## config.mk

```make
export PLATFORM = sky130hd
export DESIGN_NAME = longest_common_subsequence_length
export DESIGN_NICKNAME = d
export VERILOG_FILES = /design/src/sv/lcs_pkg.sv /design/src/sv/longest_common_subsequence_length.sv /design/src/sv/lcs_ram.sv /design/src/sv/lcs_cell.sv
export SDC_FILE = /design/constraint.sdc
export NUM_CORES = 2
export LEC_CHECK = 0
export BUFFER_PORTS_ARGS = -buffer_cell sky130_fd_sc_hd__buf_2
export CORE_MARGIN = 4
export CORE_UTILIZATION = 30
export CTS_CLUSTER_SIZE = 8
export DETAILED_ROUTE_END_ITERATION = 8
export GPL_TIMING_DRIVEN = 0
export PLACE_DENSITY = 0.51
export SETUP_SLACK_MARGIN = 0.5
export SYNTH_ARGS = -nofsm -noshare
export SYNTH_HDL_FRONTEND = slang
export SYNTH_SLANG_ARGS = --single-unit
```

## constraint.sdc

```tcl
create_clock -name clk -period 6.1 [get_ports clk]
set_input_delay 0.305 -clock clk [delete_from_list [all_inputs] [get_ports clk]]
set_output_delay 0.305 -clock clk [all_outputs]
set_load 0.02 [all_outputs]
```

## src/sv/lcs_pkg.sv

```systemverilog
// shared constants and command codes for the lcs length engine
`timescale 1ns / 1ps
`default_nettype none

package lcs_pkg;

    // default sizes
    localparam int MAX_LEN_DEF   = 64;
    localparam int CHAR_BITS_DEF = 8;

    // fixed port widths
    localparam int CMD_W     = 2;
    localparam int CH_W      = 8;
    localparam int LEN_OUT_W = 7;

    // command codes
    typedef enum logic [CMD_W-1:0] {
        CMD_LOAD_FIRST  = 2'd0,
        CMD_LOAD_SECOND = 2'd1,
        CMD_COMPUTE     = 2'd2
    } cmd_t;

endpackage

`default_nettype wire

```

## src/sv/longest_common_subsequence_length.sv

```systemverilog
// Loads are taken in the idle state and never produce an item.
// A compute walks the dp table row by row, then registers its result item in the done
// state (entered at once if either string is empty), waiting there while output stalls;
// input stalls until then, and the next item can be taken in the following cycle.
// The dp cell unit is shared; per cell a ram read then a write state, per row a fetch state.
// Reset clears lengths, overflow flag and control; string and row rams need no clearing.
`timescale 1ns / 1ps
`default_nettype none

module longest_common_subsequence_length #(
    parameter int MAX_LEN   = lcs_pkg::MAX_LEN_DEF,
    parameter int CHAR_BITS = lcs_pkg::CHAR_BITS_DEF
) (
    input  wire logic                          clk,
    input  wire logic                          rst_n,
    input  wire logic                          in_valid,
    output logic                               in_stall,
    input  wire logic [lcs_pkg::CMD_W-1:0]     cmd,
    input  wire logic [lcs_pkg::CH_W-1:0]      ch,
    output logic                               out_valid,
    input  wire logic                          out_stall,
    output logic      [lcs_pkg::LEN_OUT_W-1:0] lcs_length,
    output logic                               overflow
);

    import lcs_pkg::*;

    localparam int SW = (CHAR_BITS < CH_W) ? CHAR_BITS : CH_W;
    localparam int LW = $clog2(MAX_LEN + 1);
    localparam int AW = (MAX_LEN > 1) ? $clog2(MAX_LEN) : 1;

    typedef enum logic [2:0] {
        ST_IDLE,
        ST_ROW,
        ST_READ,
        ST_CALC,
        ST_DONE
    } state_t;

    state_t          state_reg;
    logic [LW-1:0]   first_len_reg;
    logic [LW-1:0]   second_len_reg;
    logic            overflow_reg;
    logic [LW-1:0]   i_reg;
    logic [LW-1:0]   j_reg;
    logic [LW-1:0]   left_reg;
    logic [LW-1:0]   diag_reg;
    logic            out_valid_reg;
    logic [LW-1:0]   lcs_length_reg;
    logic            overflow_out_reg;

    logic            in_accept;
    logic            out_free;
    logic [SW-1:0]   ch_bits;
    logic            first_we;
    logic            second_we;
    logic            first_rd_en;
    logic            second_rd_en;
    logic            row_we;
    logic [SW-1:0]   first_rd_data;
    logic [SW-1:0]   second_rd_data;
    logic [LW-1:0]   row_rd_data;
    logic [LW-1:0]   up_value;
    logic [LW-1:0]   cell_value;
    logic            last_col;
    logic            last_row;

    // handshake
    assign in_stall  = (state_reg != ST_IDLE);
    assign in_accept = in_valid && !in_stall;
    assign out_free  = !out_valid_reg || !out_stall;
    assign ch_bits   = ch[SW-1:0];

    // string loads and ram read strobes
    assign first_we     = in_accept && (cmd == CMD_LOAD_FIRST)
                          && (first_len_reg < LW'(MAX_LEN));
    assign second_we    = in_accept && (cmd == CMD_LOAD_SECOND)
                          && (second_len_reg < LW'(MAX_LEN));
    assign first_rd_en  = (state_reg == ST_ROW);
    assign second_rd_en = (state_reg == ST_READ);
    assign row_we       = (state_reg == ST_CALC);

    // first row sees a zero row above it
    assign up_value = (i_reg == '0) ? '0 : row_rd_data;
    assign last_col = (j_reg == LW'(second_len_reg - 1'b1));
    assign last_row = (i_reg == LW'(first_len_reg - 1'b1));

    lcs_ram #(
        .WIDTH (SW),
        .DEPTH (MAX_LEN)
    ) u_first_ram (
        .clk     (clk),
        .we      (first_we),
        .wr_addr (first_len_reg[AW-1:0]),
        .wr_data (ch_bits),
        .rd_en   (first_rd_en),
        .rd_addr (i_reg[AW-1:0]),
        .rd_data (first_rd_data)
    );

    lcs_ram #(
        .WIDTH (SW),
        .DEPTH (MAX_LEN)
    ) u_second_ram (
        .clk     (clk),
        .we      (second_we),
        .wr_addr (second_len_reg[AW-1:0]),
        .wr_data (ch_bits),
        .rd_en   (second_rd_en),
        .rd_addr (j_reg[AW-1:0]),
        .rd_data (second_rd_data)
    );

    // entry j holds dp row column j+1
    lcs_ram #(
        .WIDTH (LW),
        .DEPTH (MAX_LEN)
    ) u_row_ram (
        .clk     (clk),
        .we      (row_we),
        .wr_addr (j_reg[AW-1:0]),
        .wr_data (cell_value),
        .rd_en   (second_rd_en),
        .rd_addr (j_reg[AW-1:0]),
        .rd_data (row_rd_data)
    );

    lcs_cell #(
        .SW (SW),
        .LW (LW)
    ) u_cell (
        .char_a     (first_rd_data),
        .char_b     (second_rd_data),
        .diag       (diag_reg),
        .up         (up_value),
        .left       (left_reg),
        .cell_value (cell_value)
    );

    // sequencer, loads and result register
    always_ff @(posedge clk or negedge rst_n)
    begin
        if (!rst_n)
        begin
            state_reg        <= ST_IDLE;
            first_len_reg    <= '0;
            second_len_reg   <= '0;
            overflow_reg     <= 1'b0;
            i_reg            <= '0;
            j_reg            <= '0;
            left_reg         <= '0;
            diag_reg         <= '0;
            out_valid_reg    <= 1'b0;
            lcs_length_reg   <= '0;
            overflow_out_reg <= 1'b0;
        end
        else
        begin
            if (out_valid_reg && !out_stall)
            begin
                out_valid_reg <= 1'b0;
            end

            case (state_reg)
                ST_IDLE:
                begin
                    if (in_accept)
                    begin
                        case (cmd)
                            CMD_LOAD_FIRST:
                            begin
                                if (first_we)
                                begin
                                    first_len_reg <= LW'(first_len_reg + 1'b1);
                                end
                                else
                                begin
                                    overflow_reg <= 1'b1;
                                end
                            end
                            CMD_LOAD_SECOND:
                            begin
                                if (second_we)
                                begin
                                    second_len_reg <= LW'(second_len_reg + 1'b1);
                                end
                                else
                                begin
                                    overflow_reg <= 1'b1;
                                end
                            end
                            CMD_COMPUTE:
                            begin
                                i_reg    <= '0;
                                left_reg <= '0;
                                if ((first_len_reg == '0) || (second_len_reg == '0))
                                begin
                                    state_reg <= ST_DONE;
                                end
                                else
                                begin
                                    state_reg <= ST_ROW;
                                end
                            end
                            default:
                            begin
                                state_reg <= ST_IDLE;
                            end
                        endcase
                    end
                end

                // fetch first string character for this row
                ST_ROW:
                begin
                    j_reg     <= '0;
                    left_reg  <= '0;
                    diag_reg  <= '0;
                    state_reg <= ST_READ;
                end

                // ram reads for one cell are issued here
                ST_READ:
                begin
                    state_reg <= ST_CALC;
                end

                // evaluate one cell and write it back
                ST_CALC:
                begin
                    left_reg <= cell_value;
                    diag_reg <= up_value;
                    if (!last_col)
                    begin
                        j_reg     <= LW'(j_reg + 1'b1);
                        state_reg <= ST_READ;
                    end
                    else if (!last_row)
                    begin
                        i_reg     <= LW'(i_reg + 1'b1);
                        state_reg <= ST_ROW;
                    end
                    else
                    begin
                        state_reg <= ST_DONE;
                    end
                end

                // hand over the result once the output slot is free
                ST_DONE:
                begin
                    if (out_free)
                    begin
                        out_valid_reg    <= 1'b1;
                        lcs_length_reg   <= left_reg;
                        overflow_out_reg <= overflow_reg;
                        first_len_reg    <= '0;
                        second_len_reg   <= '0;
                        overflow_reg     <= 1'b0;
                        state_reg        <= ST_IDLE;
                    end
                end

                default:
                begin
                    state_reg <= ST_IDLE;
                end
            endcase
        end
    end

    assign out_valid  = out_valid_reg;
    assign lcs_length = LEN_OUT_W'(lcs_length_reg);
    assign overflow   = overflow_out_reg;

endmodule

`default_nettype wire

```

## src/sv/lcs_ram.sv

```systemverilog
// generic single write port ram with registered read
`timescale 1ns / 1ps
`default_nettype none

module lcs_ram #(
    parameter int WIDTH = 8,
    parameter int DEPTH = 64,
    localparam int AW = (DEPTH > 1) ? $clog2(DEPTH) : 1
) (
    input  wire logic             clk,
    input  wire logic             we,
    input  wire logic [AW-1:0]    wr_addr,
    input  wire logic [WIDTH-1:0] wr_data,
    input  wire logic             rd_en,
    input  wire logic [AW-1:0]    rd_addr,
    output logic      [WIDTH-1:0] rd_data
);

    logic [WIDTH-1:0] mem [DEPTH];

    // write port
    always_ff @(posedge clk)
    begin
        if (we)
        begin
            mem[wr_addr] <= wr_data;
        end
    end

    // registered read, holds while not enabled
    always_ff @(posedge clk)
    begin
        if (rd_en)
        begin
            rd_data <= mem[rd_addr];
        end
    end

endmodule

`default_nettype wire

```

## src/sv/lcs_cell.sv

```systemverilog
// shared dp cell unit: character compare, diagonal increment, max of up and left
`timescale 1ns / 1ps
`default_nettype none

module lcs_cell #(
    parameter int SW = 8,
    parameter int LW = 7
) (
    input  wire logic [SW-1:0] char_a,
    input  wire logic [SW-1:0] char_b,
    input  wire logic [LW-1:0] diag,
    input  wire logic [LW-1:0] up,
    input  wire logic [LW-1:0] left,
    output logic      [LW-1:0] cell_value
);

    // match takes diagonal plus one, otherwise the larger neighbour
    always_comb
    begin
        if (char_a == char_b)
        begin
            cell_value = LW'(diag + 1'b1);
        end
        else if (up > left)
        begin
            cell_value = up;
        end
        else
        begin
            cell_value = left;
        end
    end

endmodule

`default_nettype wire
```

=== Word level (Yosys, flattened, before mapping) ===
Memory sizes are Yosys's and may differ from the RTL's. A register that Yosys moved wholly into a read port is not among the register bits.
Index checks and enable logic that the tools add are counted.
W data, S select, Z words.

* RAM bits: 1472
* Bits in registers: 55
* Memories: 3
* Input port bits: 14

* $add $sub $neg: 7
* Reduce and logical (&&, ||, !) cells: 30
* Order comparisons: 3
* Equal/unequal tests: 23
* Mux-type cells: 43

{| class="wikitable"
|+ Memory list
! name !! words !! width !! rd ports !! clocked after memory_dff !! write ports !! line !! text
|-
| u_first_ram.mem || 64 || 8 || 1 || 1 || 1 || lcs_ram.sv:19 || <nowiki>logic [WIDTH-1:0] mem [DEPTH];</nowiki>
|-
| u_second_ram.mem || 64 || 8 || 1 || 1 || 1 || lcs_ram.sv:19 ||
|-
| u_row_ram.mem || 64 || 7 || 1 || 1 || 1 || lcs_ram.sv:19 ||
|}

{| class="wikitable"
|+ Operators by type and width
! kind !! number
|-
| $mux W7 || 15
|-
| $pmux W7 S2 || 5
|-
| $add A7 B1 Y7 const B || 5
|-
| $logic_not A7 Y1 || 3
|-
| $pmux W7 S3 || 1
|-
| $ne A2 B2 Y1 const B || 9
|-
| $mux W3 || 5
|-
| $pmux W3 S5 || 1
|-
| $reduce_and A5 Y1 || 3
|-
| $eq A7 B7 Y1 || 2
|-
| $lt A7 B7 Y1 const B || 2
|-
| $sub A7 B1 Y7 const B || 2
|-
| $mux W1 || 13
|-
| $ne A3 B3 Y1 const B || 3
|-
| $eq A8 B8 Y1 || 1
|-
| $gt A7 B7 Y1 || 1
|-
| $eq A3 B2 Y1 const B || 2
|-
| $logic_and A1 B1 Y1 || 6
|-
| $pmux W3 S2 || 1
|-
| $reduce_and A3 Y1 || 2
|-
| $reduce_and A6 Y1 || 1
|-
| $reduce_bool A2 Y1 || 3
|-
| $reduce_bool A3 Y1 || 2
|-
| $ne A2 B1 Y1 const B || 2
|-
| 11 further kinds || 16
|}

=== Logic depth before layout (Yosys ltp) ===
* Word-level depth: 9
* Gate-level depth with buffers: 17
* Gate-level depth less buffers: 13

=== By module ===
Synthesis repeated with hierarchy kept, for this count alone.

* Cells, all modules: 3092
* Area, all modules: 61706.7 µm²

{| class="wikitable"
|+ By module, submodules not included
! module !! seq. area each (µm²) !! area an instance (µm²) !! cells each !! times used
|-
| lcs_ram at u_first_ram ... || 15615.0 || 20246.9 || 940 || 2
|-
| lcs_ram at u_row_ram || 13663.1 || 17705.7 || 827 || 1
|-
| longest_common_subsequence_length || 1376.3 || 3002.9 || 317 || 1
|-
| lcs_cell || 0.0 || 504.2 || 68 || 1
|}

=== Least setup slack after synthesis ===
No wires, ideal clock.

* Path kind: reg2reg
* From: reg i_reg[0]
* To: mem u_row_ram.mem[0][1] in the netlist's numbering, data pin
* Data required time: 5512 ps
* Path buffers: 4
* Arrival time: 5009 ps
* Cell stages (with the launch flop): 17
* Library setup time: 588 ps
* Path slack: 503 ps
* Cell sequence: dfrtp_1 -> clkbuf_1 -> clkbuf_1 -> buf_2 -> inv_1 -> ha_1 -> nor2b_1 -> nand2_2 -> and2_1 -> ha_1 -> a21oi_1 -> o31ai_1 -> a31o_2 -> a21oi_2 -> buf_2 -> o21ai_1 -> a31oi_1

* Word-level cells in the longest chain between the ends: 5

{| class="wikitable"
|+ Ends and longest elaborated chain
! what !! line !! text
|-
| start: declaration || longest_common_subsequence_length.sv:44 || <nowiki>logic [LW-1:0] i_reg;</nowiki>
|-
| start signal: assignment || longest_common_subsequence_length.sv:240 || <nowiki>i_reg <= LW'(i_reg + 1'b1);</nowiki>
|-
| $logic_not A7 Y1 (*) || longest_common_subsequence_length.sv:84 || <nowiki>assign up_value = (i_reg == '0) ? '0 : row_rd_data;</nowiki>
|-
| $mux W7 (*) || longest_common_subsequence_length.sv:84 ||
|-
| $gt A7 B7 Y1 || lcs_cell.sv:24 || <nowiki>else if (up > left)</nowiki>
|-
| $mux W7 (*) || lcs_cell.sv:24 ||
|-
| $mux W7 (*) || lcs_cell.sv:20 || <nowiki>if (char_a == char_b)</nowiki>
|-
| net cell_value[1] || longest_common_subsequence_length.sv:64 || <nowiki>logic [LW-1:0] cell_value;</nowiki>
|-
| end: declaration || lcs_ram.sv:19 ||
|}

Mark *: on every way through the listed nets, which the timed path passes. The rest lies on a longest branch.

=== Worst setup path in the final report ===
* From: reg j_reg[2]
* To: mem u_row_ram.mem[54][6] in the netlist's numbering, enable pin

{| class="wikitable"
|+ RTL lines
! what !! line !! text
|-
| start: declaration || longest_common_subsequence_length.sv:45 || <nowiki>logic [LW-1:0] j_reg;</nowiki>
|-
| start signal: assignment || longest_common_subsequence_length.sv:235 || <nowiki>j_reg <= LW'(j_reg + 1'b1);</nowiki>
|}

No word-level cell before the write port.

==> flow_summary.yaml <==
synthesis:
  synth-edff-count: 1495
  syn_avg_cell_area_um2: 18.3
  synth-compound-area-share: 0.0587
  netlist_area_um2: 61800
  synthMuxAreaShare: 0.122
  synth_cell_types: 88
  async_flop_share: 0.0355
  synthTopCellsByArea: "edfxtp_1 73%, mux4_2 9.1%, dfrtp_1 2.2%"
  ys_seq_elements: 1550
  syn_inst: 3385
  synth_most_common_cell: "edfxtp_1"
  synthFlopType: "edfxtp_1"
  synth_xor_xnor_area_share: 0.00565
  seq_area_frac_synth: 0.748
  synth_commonest_cells: "1495 x edfxtp_1, 280 x nor2_1, 251 x mux4_2, 135 x nand2_1, 126 x mux2i_1"
  synth_top_family_by_area: "multiplexers"
  synth_top_area_share: 0.726
  yosys.area_share.adder: 0.00283
  ys_warn_count: 0
  synthesis.nets: 3413
  yosys.area_share.simple: 0.0447
  synth_top_area_cell: "edfxtp_1"
routing:
  vias: 36089
  routed_wl_um: 219000
  postRouteAntennaNets: 0
  drc: 0
  routed_via_density: 5.62
  wire_per_inst_um: 34.0
  firstDrtPassIters: 6
  drt_iter0_drc: 5508
sta:
  period_needed_ns: 5.73
  rsz0062_at_grt: "no"
  slew_viol_final: 91
  timing_hold_violations_final: 0
  finClkSkew_ns: 0.0827
  fmax_mhz: 175
  setup_ws_ns: 0.373
  tightest_slew_ns: 1.70
  maxSlewHeadroom: -0.133
  setup_violations: 0
  post-route-period-util: 0.939
clocking:
  cts.reportedPaths.clkPinSlew_ns: 0.05
  clock_sinks: 1550
  ctsHtreeMaxLevel: 4
  cts_tree: "yes"
  clockBufferDepth: 3
  cts_setup_buffers: 0
  cts_made_buffers: 213
  clk_latency_ns: 0.86
  cts-root-buf: "clkbuf_16"
placed_design:
  gp_congestion: 0.916
  pre_cts_slack_ns: 0.164
  dpl_cell_area_um2: 66000
  place_hpwl_um: 140000
  io_buffers: 23
  dp_cells: 6131
power_and_ir_drop:
  power_frac_seq: 0.401
  clockPowerShare: 0.354
  internal-power_mw: 20.6
  p_sw_frac: 0.325
  vdd_ir_drop_max_v: 0.000316
  p_per_area_nw_per_um2: 425
  comb_power_share: 0.245
  p_sw_mw: 9.95
  finalPower_mw: 30.6
  p_leak_nw: 22.4
setup_path:
  r2r-start: "j_reg[2]$_DFFE_PN0P_"
  criticalPathCategory: "register to register"
  timing.rr.end: "u_row_ram.mem[54][6]$_DFFE_PP_"
  reg2regPathDepth: 8
  start_kind: "register"
  critPathMaxFanout: 10
  required_ns: 6.52
  regToRegSetupSlack_ns: 0.37
  cp_data_arrival_time_ns: 6.15
  cp-end-kind: "register"
floorplanning:
  die-area_um2: 213000
  die_x_um: 462
  io_pins: 24
  start_util: 0.302
  row_count: 166
  core-area_um2: 205000
  dieHeight_um: 462
status:
  failed_checks: "max-capacitance violations, max-slew violations"
  outcome: "finished, violations left"
global_route:
  grt_pass1_wl_um: 296000
  grt_max_degree: 85
  antenna_found_initial: 19
  grt_usage: 0.201
  grt_pass1_vias: 35118
  grt_overflow: 0
cells_and_area:
  fin_area_um2: 72000
  nNetsFinal: 3694
  area_delta_synth_final_pct: 16.4
  reg_top3: "u_first_ram.mem x512, u_second_ram.mem x512, u_row_ram.mem x448"
  drive_gt1_frac: 0.195
  final_cells: 6424
worst_hold_path:
  hold_path_class: "input port to register"
  whs_path_depth: 1
  min_to: "u_second_ram.mem[44][0]$_DFFE_PP_"
  min_from: "ch[0]"
job:
  maxCapViolations: 9
-- stage by stage --
step           hold WS (ns)  utilization   TNS, ns
2_1_floorplan       0.00941            -         0
3_3_place_gp          0.461        0.319  -1230.94
3_5_place_dp          0.449        0.322         0
4_1_cts            0.000378        0.351         0
5_1_grt              0.0387        0.351         0
6_report             0.0376        0.352         0
-- power groups by stage --
stage	Clock [mW]	Sequential (mW)	Combinational, mW
2_1_floorplan	0	12.5	3.70
3_3_place_gp	0	12.5	7.05
3_5_place_dp	0	12.5	7.23
4_1_cts	10.9	12.3	7.25
5_1_grt	11.4	12.3	7.57
6_report	10.8	12.3	7.49
-- worst max path at each step --
stage	end	slack, ns	depth (start not counted)	start
2_1_floorplan	u_row_ram.mem[0][1]$_DFFE_PP_	0.50	16	i_reg[0]$_DFFE_PN0P_
3_3_place_gp	u_row_ram.mem[62][2]$_DFFE_PP_	-4.04	16	i_reg[0]$_DFFE_PN0P_
3_5_place_dp	u_row_ram.mem[14][6]$_DFFE_PP_	0.16	20	i_reg[0]$_DFFE_PN0P_
4_1_cts	u_row_ram.mem[14][6]$_DFFE_PP_	0.53	20	i_reg[0]$_DFFE_PN0P_
5_1_grt	u_row_ram.mem[20][6]$_DFFE_PP_	0.58	20	i_reg[1]$_DFFE_PN0P_
6_report	u_row_ram.mem[54][6]$_DFFE_PP_	0.37	8	j_reg[2]$_DFFE_PN0P_
-- kinds of logic after synthesis --
kind of cell	Yosys count
DFF	1550
and+or+nand+nor	604
AOI/OAI and AO/OA	514
muxes	434
buffers and inverters	230
xor gates and xnor gates	39
adders and majority gates	14
-- repair_timing --
| action | 4_1_cts | 5_1_grt |
|---|---|---|
| hold buffers | 8 | 0 |
| endpoints found under the setup margin | 126 | 126 |
| gates cloned | 0 | 0 |
| endpoints found under the hold margin | 117 | 0 |
| gates resized for setup | 2 | 7 |
-- routing by layer --
metal | track usage | vias up | part of all wire | routed length (um)
met5 | 0 | - | 0.000059 | 13
met4 | 0.0878 | 2 | 0.050 | 11000
met3 | 0.0569 | 545 | 0.11 | 23500
met2 | 0.311 | 2319 | 0.45 | 98900
met1 | 0.264 | 18977 | 0.39 | 85200
li1 | - | 14246 | - | -
-- critical path: stages (launching register included) --
cell and delay (ns):
dfrtp_1 0.39, buf_2 0.44, buf_4 0.48, buf_2 0.76
buf_4 0.47, buf_2 0.51, buf_2 0.49, nand3_1 0.71
nor2_1 1.01
-- layout by cell type, fill, tap and decap left out, types with 9 or more instances in the layout --
cell / n
a22o_1: 33
and2_1: 13
buf_16: 9
a21oi_1: 86
o21ai_1: 12
inv_1: 21
a221oi_1: 51
buf_4: 48
edfxtp_1: 1495
o22ai_1: 40
buf_6: 9
o211ai_1: 18
mux4_2: 251
and3_1: 10
or4_1: 11
ha_1: 14
nand4_1: 11
dfrtp_1: 55
xor2_1: 15
o21ai_0: 75
a22oi_1: 100
xnor2_1: 23
clkbuf_16: 214
mux2_1: 9
or3_1: 17
mux2_2: 48
buf_2: 88
nor2_1: 279
nor2b_1: 24
clkbuf_1: 125
buf_1: 21
o221ai_1: 11
mux2i_1: 126
nand2_1: 135
nand3_1: 49
nand2b_1: 10
-- final cells by class --
cell class              count  area, um2
multi-input cells        1605      14600
well taps                2688       3360
repair buffers             66        771
flip-flops and latches   1550      46300
inverters                  21       78.8
fillers                 19337     133000
clock buffers             262       5550
plain buffers             209       1020
diodes                      5       12.5
clock inverters            18        352
(Power assumes the default switching activity.)
